==> config.mk <==
export PLATFORM = sky130hd
export DESIGN_NAME = rc4_keystream_generator_top_flat
export DESIGN_NICKNAME = d
export VERILOG_FILES = /design/src/design/rc4_pkg.sv /design/src/design/rc4_in_if.sv /design/src/design/rc4_out_if.sv /design/src/design/rc4_keystream_generator_top.sv /design/src/design/rc4_ram.sv /design/src/flat_wrapper.sv
export SDC_FILE = /design/constraint.sdc
export NUM_CORES = 2
export LEC_CHECK = 0
export ABC_AREA = 0
export BUFFER_PORTS_ARGS = -buffer_cell sky130_fd_sc_hd__clkbuf_2
export CAP_MARGIN = 10
export CORE_MARGIN = 2
export CORE_UTILIZATION = 25
export DETAILED_ROUTE_END_ITERATION = 16
export PLACE_DENSITY_LB_ADDON = 0.3
export SETUP_SLACK_MARGIN = 0.5
export SLEW_MARGIN = 20
export SYNTH_ARGS = -nofsm -noshare
export SYNTH_HDL_FRONTEND = slang
export SYNTH_HIERARCHICAL = 1
export SYNTH_SLANG_ARGS = --single-unit
==> constraint.sdc <==
create_clock -name clk_i -period 9.25 [get_ports clk_i]
set_input_delay 0.925 -clock clk_i [delete_from_list [all_inputs] [get_ports clk_i]]
set_output_delay 0.925 -clock clk_i [all_outputs]
set_load 0.05 [all_outputs]
==> src/design/rc4_pkg.sv <==
// Shared types and constants of the RC4 keystream generator.
package rc4_pkg;

  localparam int unsigned TableDepth = 256;
  localparam int unsigned ByteW      = 8;
  localparam int unsigned CountW     = 9;
  localparam int unsigned OpW        = 2;

  localparam logic [CountW-1:0] KeyLen = CountW'(256);

  typedef enum logic [OpW-1:0] {
    OP_REKEY = 2'd0,
    OP_KEY   = 2'd1,
    OP_GEN   = 2'd2
  } op_e;

  typedef enum logic [2:0] {
    S_IDLE,
    S_RD1,
    S_RD2,
    S_WR2,
    S_RD3,
    S_OUT
  } state_e;

  typedef struct packed {
    logic [ByteW-1:0] keystream_byte;
    logic             status;
  } result_t;

endpackage

==> src/design/rc4_in_if.sv <==
// Input channel: valid/ready handshake carrying one operation word.
interface rc4_in_if import rc4_pkg::*; ();
  logic           valid;
  logic           ready;
  logic [OpW-1:0] opcode;
  logic [7:0]     key_byte;

  modport source (output valid, opcode, key_byte, input ready);
  modport sink   (input valid, opcode, key_byte, output ready);
endinterface

==> src/design/rc4_out_if.sv <==
// Output channel: valid/ready handshake carrying one keystream word.
interface rc4_out_if import rc4_pkg::*; ();
  logic       valid;
  logic       ready;
  logic [7:0] keystream_byte;
  logic       status;

  modport source (output valid, keystream_byte, status, input ready);
  modport sink   (input valid, keystream_byte, status, output ready);
endinterface

==> src/design/rc4_keystream_generator_top.sv <==
// RC4 keystream generator: permutation table in RAM, sequencer and output register.
// A rekey word is done in S_IDLE; a key-byte word passes S_RD1, S_RD2 and S_WR2, and a
// generate word S_RD1 to S_OUT until its result sits in the output register; the next
// word is taken in the cycle after that. The order comes from the single read port of the
// table RAM, shared in turn by swap and final lookup; error or ignored words skip the RAM.
// Reset (asynchronous, active low) clears the indices, the key count and all entry valid
// bits, so the table reads as the identity permutation at once; no clearing pass is needed.
module rc4_keystream_generator_top import rc4_pkg::*; (
  input  logic      clk_i,
  input  logic      rst_ni,
  rc4_in_if.sink    in_i,
  rc4_out_if.source out_o
);

  localparam int unsigned AddrW = $clog2(TableDepth);

  // Sequencer state and working registers.
  state_e state_q, state_d;
  op_e    op_q;
  logic [ByteW-1:0]  kb_q;
  logic [AddrW-1:0]  i_q, j_q;
  logic [CountW-1:0] count_q;
  logic [ByteW-1:0]  si_q, sj_q;
  logic              fwd_q;
  logic [AddrW-1:0]  rd_addr_q;

  // Per-entry valid bits: an entry that was never written since reset or rekey
  // reads as its own index, which is the identity permutation.
  logic [TableDepth-1:0] vld_q;

  result_t res_q;
  result_t out_q;
  logic    out_valid_q;

  // RAM interface.
  logic             we;
  logic [AddrW-1:0] waddr;
  logic [ByteW-1:0] wdata;
  logic [AddrW-1:0] rd_addr;
  logic [ByteW-1:0] ram_rdata;
  logic [ByteW-1:0] rd_val;

  logic             accept;
  logic             key_done;
  logic [AddrW-1:0] j_new;
  logic [AddrW-1:0] t_addr;
  logic             out_load;
  op_e              in_op;

  assign in_op    = op_e'(in_i.opcode);
  assign accept   = in_i.valid && in_i.ready;
  assign key_done = (count_q == KeyLen);

  // Data read in the previous cycle, with the identity value for untouched entries.
  assign rd_val = vld_q[rd_addr_q] ? ram_rdata : rd_addr_q;

  // New j: the key schedule adds the key byte, the output step does not.
  assign j_new  = j_q + rd_val + ((op_q == OP_KEY) ? kb_q : '0);
  // After the swap S[i] holds the old S[j] and vice versa; the sum is the same.
  assign t_addr = si_q + sj_q;

  // The output register takes a new result when it is empty or being drained.
  assign out_load = (state_q == S_OUT) && (!out_valid_q || out_o.ready);

  rc4_ram #(
    .Width (ByteW),
    .Depth (TableDepth)
  ) u_table (
    .clk_i   (clk_i),
    .we_i    (we),
    .waddr_i (waddr),
    .wdata_i (wdata),
    .raddr_i (rd_addr),
    .rdata_o (ram_rdata)
  );

  // Next-state logic.
  always_comb begin
    state_d = state_q;
    unique case (state_q)
      S_IDLE: begin
        if (accept) begin
          unique case (in_op)
            OP_KEY:  if (!key_done) state_d = S_RD1;
            OP_GEN:  state_d = key_done ? S_RD1 : S_OUT;
            default: state_d = S_IDLE;
          endcase
        end
      end
      S_RD1: state_d = S_RD2;
      S_RD2: state_d = S_WR2;
      S_WR2: state_d = (op_q == OP_GEN) ? S_RD3 : S_IDLE;
      S_RD3: state_d = S_OUT;
      S_OUT: if (out_load) state_d = S_IDLE;
      default: state_d = S_IDLE;
    endcase
  end

  // Output logic: handshake and RAM port control.
  always_comb begin
    in_i.ready = 1'b0;
    we         = 1'b0;
    waddr      = i_q;
    wdata      = rd_val;
    rd_addr    = rd_addr_q;
    unique case (state_q)
      S_IDLE: begin
        in_i.ready = 1'b1;
        rd_addr    = (in_op == OP_GEN) ? i_q + AddrW'(1) : i_q;
      end
      S_RD1: rd_addr = j_new;
      S_RD2: begin
        // First half of the swap: S[i] takes the old S[j].
        we    = 1'b1;
        waddr = i_q;
        wdata = rd_val;
      end
      S_WR2: begin
        // Second half of the swap: S[j] takes the old S[i].
        we      = 1'b1;
        waddr   = j_q;
        wdata   = si_q;
        rd_addr = t_addr;
      end
      default: ;
    endcase
  end

  // Control registers.
  always_ff @(posedge clk_i or negedge rst_ni) begin
    if (!rst_ni) begin
      state_q     <= S_IDLE;
      i_q         <= '0;
      j_q         <= '0;
      count_q     <= '0;
      vld_q       <= '0;
      out_valid_q <= 1'b0;
    end else begin
      state_q <= state_d;
      if (accept && in_op == OP_REKEY) begin
        vld_q   <= '0;
        i_q     <= '0;
        j_q     <= '0;
        count_q <= '0;
      end
      if (we) begin
        vld_q[waddr] <= 1'b1;
      end
      if (state_q == S_RD1) begin
        j_q <= j_new;
        if (op_q == OP_GEN) begin
          i_q <= i_q + AddrW'(1);
        end
      end
      if (state_q == S_WR2 && op_q == OP_KEY) begin
        count_q <= count_q + CountW'(1);
        if (count_q + CountW'(1) == KeyLen) begin
          // Keying is finished: both indices restart from zero.
          i_q <= '0;
          j_q <= '0;
        end else begin
          i_q <= i_q + AddrW'(1);
        end
      end
      if (out_load) begin
        out_valid_q <= 1'b1;
      end else if (out_o.ready) begin
        out_valid_q <= 1'b0;
      end
    end
  end

  // Datapath registers.
  always_ff @(posedge clk_i) begin
    rd_addr_q <= rd_addr;
    if (accept) begin
      op_q <= in_op;
      kb_q <= in_i.key_byte;
      // A generate word before keying finishes yields an error result.
      res_q.keystream_byte <= '0;
      res_q.status         <= 1'b1;
    end
    if (state_q == S_RD1) begin
      si_q <= rd_val;
    end
    if (state_q == S_RD2) begin
      sj_q <= rd_val;
    end
    if (state_q == S_WR2) begin
      // S[t] is read in the same cycle that S[j] is written; forward that value.
      fwd_q <= (t_addr == j_q);
    end
    if (state_q == S_RD3) begin
      res_q.keystream_byte <= fwd_q ? si_q : rd_val;
      res_q.status         <= 1'b0;
    end
    if (out_load) begin
      out_q <= res_q;
    end
  end

  assign out_o.valid          = out_valid_q;
  assign out_o.keystream_byte = out_q.keystream_byte;
  assign out_o.status         = out_q.status;

  // The key count never passes the key length.
  a_count_bound: assert property (@(posedge clk_i) disable iff (!rst_ni)
    count_q <= KeyLen)
    else $error("key count exceeds key length");

  // The table is written only during the two swap cycles.
  a_write_window: assert property (@(posedge clk_i) disable iff (!rst_ni)
    we |-> (state_q == S_RD2 || state_q == S_WR2))
    else $error("table written outside a swap");

  // A rekey word leaves the indices and the count at zero.
  a_rekey_clears: assert property (@(posedge clk_i) disable iff (!rst_ni)
    (accept && in_op == OP_REKEY) |=> (i_q == '0 && j_q == '0 && count_q == '0))
    else $error("rekey did not clear the state");

  // The last key byte returns both indices to zero.
  a_key_end: assert property (@(posedge clk_i) disable iff (!rst_ni)
    (state_q == S_WR2 && op_q == OP_KEY && count_q == KeyLen - CountW'(1))
    |=> (i_q == '0 && j_q == '0 && key_done))
    else $error("indices not cleared at end of keying");

  // Generating with a finished key schedule always gives an ok status.
  a_gen_status: assert property (@(posedge clk_i) disable iff (!rst_ni)
    (state_q == S_RD3) |=> (res_q.status == 1'b0))
    else $error("generated word carries an error status");

endmodule

==> src/design/rc4_ram.sv <==
// Generic single-port-write, single-port-read RAM with registered read data.
module rc4_ram #(
  parameter int unsigned Width = 8,
  parameter int unsigned Depth = 256
) (
  input  logic                     clk_i,
  input  logic                     we_i,
  input  logic [$clog2(Depth)-1:0] waddr_i,
  input  logic [Width-1:0]         wdata_i,
  input  logic [$clog2(Depth)-1:0] raddr_i,
  output logic [Width-1:0]         rdata_o
);

  logic [Width-1:0] mem [Depth];

  always_ff @(posedge clk_i) begin
    if (we_i) begin
      mem[waddr_i] <= wdata_i;
    end
    rdata_o <= mem[raddr_i];
  end

endmodule
==> src/flat_wrapper.sv <==
// flat-port wrapper written by rule: the top's interface ports become plain ports
module rc4_keystream_generator_top_flat import rc4_pkg::*;
  (clk_i, rst_ni, in_i_valid, in_i_opcode, in_i_key_byte, in_i_ready, out_o_valid, out_o_keystream_byte, out_o_status, out_o_ready);
  rc4_in_if in_i_i ();
  rc4_out_if out_o_i ();
  input  logic clk_i;
  input  logic rst_ni;
  input wire logic [$bits(in_i_i.valid)-1:0] in_i_valid;
  input wire logic [$bits(in_i_i.opcode)-1:0] in_i_opcode;
  input wire logic [$bits(in_i_i.key_byte)-1:0] in_i_key_byte;
  output wire logic [$bits(in_i_i.ready)-1:0] in_i_ready;
  output wire logic [$bits(out_o_i.valid)-1:0] out_o_valid;
  output wire logic [$bits(out_o_i.keystream_byte)-1:0] out_o_keystream_byte;
  output wire logic [$bits(out_o_i.status)-1:0] out_o_status;
  input wire logic [$bits(out_o_i.ready)-1:0] out_o_ready;
  assign in_i_i.valid = in_i_valid;
  assign in_i_i.opcode = in_i_opcode;
  assign in_i_i.key_byte = in_i_key_byte;
  assign in_i_ready = in_i_i.ready;
  assign out_o_valid = out_o_i.valid;
  assign out_o_keystream_byte = out_o_i.keystream_byte;
  assign out_o_status = out_o_i.status;
  assign out_o_i.ready = out_o_ready;
  rc4_keystream_generator_top u_core (.clk_i(clk_i), .rst_ni(rst_ni), .in_i(in_i_i), .out_o(out_o_i));
endmodule
* Yosys cells after proc, flatten, opt, wreduce, memory -nomap -nowiden *
Memory sizes are Yosys's and may differ from the RTL's. A register that Yosys moved wholly into a read port is not among the register bits.
Index checks and enable logic that the tools add are counted.

operators by class
  $add $sub $neg = 5
  reductions and logical operators = 14
  order comparisons = 3
  eq/ne operators = 15
  muxes and demuxes = 39
  bitwise operators = 1

operators with widths
  operator                                             number
  two-way mux 256 bit                                  2
  OR 256 bit                                           1
  two-way mux 8 bit                                    15
  two-way mux 9 bit                                    4
  adder 8 bit                                          3
  case mux 8 bit (3 select lines)                      1
  equality test 9 bit, second input constant           2
  < comparator 8 x 9 -> 1 bit, second input constant   2
  case mux 3 bit (6 select lines)                      1
  two-way mux 3 bit                                    5
  adder 9 x 1 -> 9 bit, second input constant          1
  adder 8 x 1 -> 8 bit, second input constant          1
  binary-select mux 1 bit (select 8 bit)               1
  demux 1 bit (select 8 bit)                           1
  equality test 8 bit                                  1
  >= comparator 8 x 1 -> 1 bit, second input constant  1
  two-way mux 1 bit                                    8
  equality test 3 x 2 -> 1 bit, second input constant  2
  equality test 3 bit, second input constant           2
  case mux 3 bit (2 select lines)                      1
  nonzero test 2 bit                                   3
  logical AND 1 bit                                    5
  equality test 2 x 1 -> 1 bit, second input constant  2
  equality test 2 bit, second input constant           2
  other kinds (9)                                      10

storage, ports and cells
  input port bits = 14
  memories kept = 1
  logic and storage cells = 94
  output and inout bits = 11
  register bits after elaboration = 338
  bits in writable memories = 2,048

memory list
  name                depth  width  rd ports  clocked after memory_dff  wr ports  RTL line       source
  u_core.u_table.mem  256    8      1         1                         1         rc4_ram.sv:14  logic [Width-1:0] mem [Depth];

* Depth between registers and ports, before layout *
  depth after elaboration = 8
  gate-level depth with buffers = 34
  mapped depth without buffers = 28

* Hierarchy *
Netlist, hierarchy kept.

modules (own cells, without submodules)
  module                       area an instance (um^2)  cells an instance  times used  sequential area each (um^2)
  rc4_ram                      79,556.3                 3,733              1           61,659.1
  rc4_keystream_generator_top  16,253.1                 1,532              1           8,633.3

* Worst setup path before layout *
No wires, ideal clock.

  kind = register to register
  start point = register u_core.rd_addr_q[0]
  end point = memory u_core.u_table.mem[0][6] (data pin)
  arrival = 8,372 ps
  buffers on the path = 3
  path slack = -513 ps
  required time = 7,859 ps
  setup time = 1,391 ps
  period minus slack after synthesis = 9,763 ps
  cell stages (with the launch flop) = 13
  cell sequence = dfxtp_1 > buf_6 > buf_8 > buf_8 > mux2i_1 > a22oi_1 > nand2_1 > a2111o_1 > o31ai_1 > o32ai_4 > o32ai_1 > nor2_1 > nor2_1

on the way
  cells in the longest elaborated chain, start to end = 4

RTL lines
  item                                     RTL line                            source
  start: declaration                       rc4_keystream_generator_top.sv:25   logic [AddrW-1:0] rd_addr_q;
  start signal: assignment                 rc4_keystream_generator_top.sv:175  rd_addr_q <= rd_addr;
  binary-select mux 1 bit (select 8 bit)   rc4_keystream_generator_top.sv:55   assign rd_val = vld_q[rd_addr_q] ? ram_rdata : rd_addr_q;
  two-way mux 1 bit (implied by the code)  rc4_keystream_generator_top.sv:55
  two-way mux 8 bit                        rc4_keystream_generator_top.sv:55
  net u_core.rd_val[6]                     rc4_keystream_generator_top.sv:41   logic [ByteW-1:0] rd_val;
  two-way mux 8 bit                        rc4_keystream_generator_top.sv:106  unique case (state_q)
  net u_core.wdata[6]                      rc4_keystream_generator_top.sv:38   logic [ByteW-1:0] wdata;
  end: declaration                         rc4_ram.sv:14

The timed path passes the listed nets, and every way through them passes these cells. The select of a mux whose other input is x is not followed.

* Final worst setup path *
  start point = register u_core.rd_addr_q[4]
  end point = register u_core.u_table.rdata_o[4], read port of u_core.u_table.mem

on the way
  cells in the longest elaborated chain, start to end = 6

RTL lines
  item                                     RTL line                            source
  binary-select mux 1 bit (select 8 bit)   rc4_keystream_generator_top.sv:55
  two-way mux 1 bit (implied by the code)  rc4_keystream_generator_top.sv:55
  two-way mux 8 bit                        rc4_keystream_generator_top.sv:55
  net u_core.rd_val[1]                     rc4_keystream_generator_top.sv:41
  adder 8 bit (2 in a row)                 rc4_keystream_generator_top.sv:58   assign j_new = j_q + rd_val + ((op_q == OP_KEY) ? kb_q : '0);
  case mux 8 bit (3 select lines)          rc4_keystream_generator_top.sv:106
  net u_core.rd_addr[7]                    rc4_keystream_generator_top.sv:39   logic [AddrW-1:0] rd_addr;
  end: declaration                         rc4_ram.sv:11                       output logic [Width-1:0] rdata_o

The timed path passes the listed nets, and every way through them passes these cells. The select of a mux whose other input is x is not followed.
A chain may end at the register's enable or synchronous reset.

==> results.txt <==
----------------------------------------------------
[Placement]
  HPWL reported at the end of detailed placement ... about 170000 µm
  Buffers on Ports ... 24
  Weighted congestion at the end of routability-driven global placement ... 0.862
  Post-DP Area ... between 100000 and 150000 µm²

[Logic synthesis]
  Primary flip-flop cell chosen by synthesis mapping ... sky130_fd_sc_hd__edfxtp_1
  Synth async-reset ratio ... 11.9%
  Synthesized Nets ... around 5300
  Area share of the largest cell type after synthesis ... 65.6%
  Cell area after technology mapping ... 95800 µm²
  Number of synthesized flops with an enable pin ... about 2100
  Avg Synthesized Cell Area ... about 18 µm²
  Gate Count Post-Synth ... approximately 5300
  Register bit count reported by yosys ... roughly 2400
  Sequential-to-total area share from yosys stat ... between 70% and 80%
  Count of warnings emitted by yosys ... 6
  Number of different library cells in the post-synthesis netlist ... 77
  Library cell with the largest summed area after synthesis ... sky130_fd_sc_hd__edfxtp_1
  Cells taking the most area after synthesis ... sky130_fd_sc_hd__edfxtp_1, sky130_fd_sc_hd__mux4_2, sky130_fd_sc_hd__dfrtp_1, sky130_fd_sc_hd__mux2i_1, sky130_fd_sc_hd__nor2_1

[Floorplanning]
  Placement Rows ... 227
  Width of the chip ... 623 µm
  Area of the core region ... 382000 µm²
  DIE AREA ... 388000 µm²
  Die boundary height ... a little over 600 µm
  I/O pin count ... 25
  Initial core utilization ... between 20% and 30%

[Drt]
  Wire length after detailed routing ... 273000 µm
  Antenna viol nets, final ... 0
  Via count of the routed design ... just over 50000
  Detailed-routing iteration count for the pre-antenna-repair pass ... 6
  Ratio of routed vias to standard cells ... between 4 and 5
  First DRT Iteration DRCs ... ~5800
  Drt drc ... 0
  Wire length per cell after detailed routing ... between 20 and 30 µm

[Global route]
  Maximum number of pins on one net before global-route repair ... ~200
  Global-route wire length before repair ... 390000 µm
  GRT Total Usage ... 13.7%
  Remaining global-route overflow ... 0
  Antenna violations before repair ... 8
  Via count of the first global-routing pass ... ~51000

[Finish]
  Growth of design area from synthesis to finish ... 15.4%
  Fin util ... between 20 and 30%
  Number of filler instances in the final layout ... 37400
  Area of all placed cells without fillers ... 111000 µm²
  Layout cells sized above 1 ... 20.2%
  NumNets Final ... ~5400

[Critical path]
  Capture instance of the worst register-to-register path ... u_core/u_table/rdata_o[4]
  Buffers and inverters on the worst path ... 7
  WP data required ... 9900 ps
  Reg2Reg Depth ... 31
  Slowest cell on the critical path ... sky130_fd_sc_hd__nor4_1
  Setup CP Type ... reg2reg
  Family with the most delay on the worst path ... simple AND/OR/NAND/NOR gates
  R2R setup slack ... ~850 ps
  Maximum cell stage delay along the critical path ... between 800 and 900 ps
  CP Data Arrival Time ... 9050 ps
  Max FO, Critical Path ... 13
  Nature of the critical path startpoint ... flip-flop
  Worst r2r src ... u_core/rd_addr_q[4]
  Sort of element at the end of the critical path ... flip-flop

[CTS]
  CTS tree ... yes
  Clock transition time at the flip-flop clock pins of the worst setup and hold paths ... 60 ps
  Hold bufs inserted after CTS ... 0
  Clk Tree Root Cell ... sky130_fd_sc_hd__clkbuf_16
  Max H-tree Level ... 5
  Maximum count of clock buffers along a single path ... 4
  Later-pin clock latency in the skew report ... 870 ps
  Number of clock sinks seen by CTS ... roughly 2400
  Number of buffers created by CTS ... 272

[Timing]
  Least-Margin Pin Slew ... 1360 ps
  Worst relative slew slack ... 9.29%
  Period minus WS final ... ~8400 ps
  Setup repair after global routing missed its margin ... false
  Clock Skew ... 74.3 ps
  Number of max-slew violations in the final report ... 0
  Maximum clock rate ... between 100 and 150 MHz
  Fin Setup TNS ... 0 ps
  Total count of hold-check failures in the final report ... 0
  Final setup violating endpoints ... 0
  Part of the cycle the worst path needs ... about nine tenths

[Run status]
  Run status ... complete, no violations

[Flow run]
  Total of max-cap violations ... 0

[Worst hold path]
  Worst hold path class ... in2async

----------------------------------------------------
layer usage:
| metal | GRT usage [%] | share of wire (%) | vias up |
|---|---|---|---|
| li1 | - | - | 21400 |
| met1 | 19.7 | 45 | 27600 |
| met2 | 21.5 | 46 | 1881 |
| met3 | 2.09 | 6.6 | 356 |
| met4 | 3.61 | 2.5 | 0 |
| met5 | 0 | 0 | - |
stage by stage:
step | instances | hold WS [ps] | worst slack (ps)
floorplan | 5265 | 400 | 1990
detailed placement | 10100 | 409 | 764
global route | 10600 | 133 | 537
CTS | 10600 | 124 | 734
global placement | 10100 | 410 | 560
finish | 10600 | 106 | 851
repair_timing:
| action | 4_1_cts | 5_1_grt |
|---|---|---|
| endpoints found under the setup margin | 0 | 6 |
| buffers inserted | 0 | 1 |
| resized for setup | 0 | 4 |
worst max-delay path by stage:
stage	endpoint	from	slack, ps	cells past startpoint
final	u_core/u_table/rdata_o[4]	u_core/rd_addr_q[4]	850	31
after global routing	u_core/u_table/rdata_o[3]	u_core/rd_addr_q[4]	540	32
after CTS	u_core/u_table/rdata_o[5]	u_core/rd_addr_q[0]	730	32
after detailed placement	u_core/u_table/rdata_o[1]	u_core/rd_addr_q[0]	760	26
after global placement	u_core/u_table/rdata_o[0]	u_core/rd_addr_q[0]	560	25
after floorplan	u_core/u_table/mem[0][1]	u_core/rd_addr_q[0]	1990	11
layout by cell type, fill, tap and decap left out, types with 14 or more instances in the layout:
cell type                   count
sky130_fd_sc_hd__a211oi_1      17
sky130_fd_sc_hd__a21oi_1      122
sky130_fd_sc_hd__a221oi_1      17
sky130_fd_sc_hd__a22o_1        96
sky130_fd_sc_hd__a22oi_1      160
sky130_fd_sc_hd__buf_12        28
sky130_fd_sc_hd__buf_4        123
sky130_fd_sc_hd__bufinv_16     14
sky130_fd_sc_hd__clkbuf_1      54
sky130_fd_sc_hd__clkbuf_16    276
sky130_fd_sc_hd__clkbuf_2      23
sky130_fd_sc_hd__clkinv_1      43
sky130_fd_sc_hd__clkinv_2      52
sky130_fd_sc_hd__dfrtp_1      285
sky130_fd_sc_hd__dfxtp_1       14
sky130_fd_sc_hd__edfxtp_1    2092
sky130_fd_sc_hd__ha_1          20
sky130_fd_sc_hd__inv_1         47
sky130_fd_sc_hd__mux2i_1      205
sky130_fd_sc_hd__mux4_2       491
sky130_fd_sc_hd__nand2_1      303
sky130_fd_sc_hd__nand2b_1      19
sky130_fd_sc_hd__nand3_1       50
sky130_fd_sc_hd__nand4_1       14
sky130_fd_sc_hd__nor2_1       358
sky130_fd_sc_hd__nor2b_1       36
sky130_fd_sc_hd__nor3_1        30
sky130_fd_sc_hd__nor4_1        20
sky130_fd_sc_hd__o21ai_0      213
sky130_fd_sc_hd__o221ai_1      47
sky130_fd_sc_hd__o22ai_1       33
sky130_fd_sc_hd__xnor2_1       27
layout make-up:
class                           instances  area [µm²]  area share [%]
Antenna cell                            2        5.00         0.00453
Clock buffer                          336        7190            6.51
Clock inverter                        136        1180            1.07
Inverter                               58         218           0.197
Multi-Input combinational cell       2475       23600            21.4
Sequential cell                      2394       70300            63.6
Tap cell                             5038        6300            5.70
Timing Repair Buffer                  180        1710            1.55
state kept, by name, summed over array words and instances, names as in the netlist:
signal and cells:
u_core/kb_q 8, u_core/state_q 3, u_core/u_table/mem 2048, u_core/sj_q 8, u_core/out_o.keystream_byte 8, u_core/out_o.status 1, u_core/u_table/rdata_o 8, u_core/fwd_q 1
u_core/i_q 8, u_core/out_o.valid 1, u_core/si_q 8, u_core/res_q 9, u_core/j_q 8, u_core/vld_q 256, u_core/op_q 2, u_core/rd_addr_q 8
u_core/count_q 9
kinds of logic after synthesis:
family,after synthesis,synth area share (%)
XOR/XNOR,36,0.329
buffers and inverters,396,2.26
AO/OA/AOI/OAI,791,5.57
adder cells (fa/ha/maj),29,0.449
multiplexers,707,13.9
flip-flops,2394,73.4
AND/OR/NAND/NOR,912,4.16
worst register-to-register path, delay by kind of cell, from the launching register on:
family,cells,cell delay (ps)
XOR/XNOR,1,300
buffers and inverters,7,1050
AND/OR/NAND/NOR,9,2900
flip-flops,1,760
AO/OA/AOI/OAI,10,2060
multiplexers,1,270
adder cells (fa/ha/maj),3,920
synthesized netlist by cell type, types with 6 or more instances:
| cell type | n |
|---|---|
| sky130_fd_sc_hd__fa_1 | 9 |
| sky130_fd_sc_hd__dfxtp_1 | 17 |
| sky130_fd_sc_hd__dfrtp_1 | 285 |
| sky130_fd_sc_hd__a21oi_2 | 6 |
| sky130_fd_sc_hd__mux2_4 | 6 |
| sky130_fd_sc_hd__mux2i_1 | 205 |
| sky130_fd_sc_hd__nand2b_1 | 19 |
| sky130_fd_sc_hd__a22oi_1 | 160 |
| sky130_fd_sc_hd__o21ai_0 | 215 |
| sky130_fd_sc_hd__and3_1 | 12 |
| sky130_fd_sc_hd__buf_6 | 27 |
| sky130_fd_sc_hd__a221oi_1 | 17 |
| sky130_fd_sc_hd__clkbuf_1 | 195 |
| sky130_fd_sc_hd__o22ai_1 | 33 |
| sky130_fd_sc_hd__a22o_1 | 96 |
| sky130_fd_sc_hd__buf_8 | 17 |
| sky130_fd_sc_hd__a211oi_1 | 17 |
| sky130_fd_sc_hd__xor2_1 | 9 |
| sky130_fd_sc_hd__and2_1 | 11 |
| sky130_fd_sc_hd__a21oi_1 | 122 |
| sky130_fd_sc_hd__xnor2_1 | 27 |
| sky130_fd_sc_hd__buf_1 | 25 |
| sky130_fd_sc_hd__buf_2 | 38 |
| sky130_fd_sc_hd__nand3_1 | 54 |
| sky130_fd_sc_hd__nand2_1 | 308 |
| sky130_fd_sc_hd__inv_1 | 47 |
| sky130_fd_sc_hd__edfxtp_1 | 2092 |
| sky130_fd_sc_hd__o221ai_1 | 47 |
| sky130_fd_sc_hd__buf_12 | 8 |
| sky130_fd_sc_hd__inv_2 | 9 |
| sky130_fd_sc_hd__nor2_1 | 364 |
| sky130_fd_sc_hd__o211ai_1 | 12 |
| sky130_fd_sc_hd__nand4_1 | 14 |
| sky130_fd_sc_hd__buf_4 | 28 |
| sky130_fd_sc_hd__nor4_1 | 28 |
| sky130_fd_sc_hd__a31oi_1 | 10 |
| sky130_fd_sc_hd__ha_1 | 20 |
| sky130_fd_sc_hd__nor3_1 | 35 |
| sky130_fd_sc_hd__a21o_1 | 6 |
| sky130_fd_sc_hd__mux4_2 | 491 |
| sky130_fd_sc_hd__nor2b_1 | 40 |
Power is not shown: default switching activity piles up to over one toggle a cycle in this logic, so the estimate is an artifact.
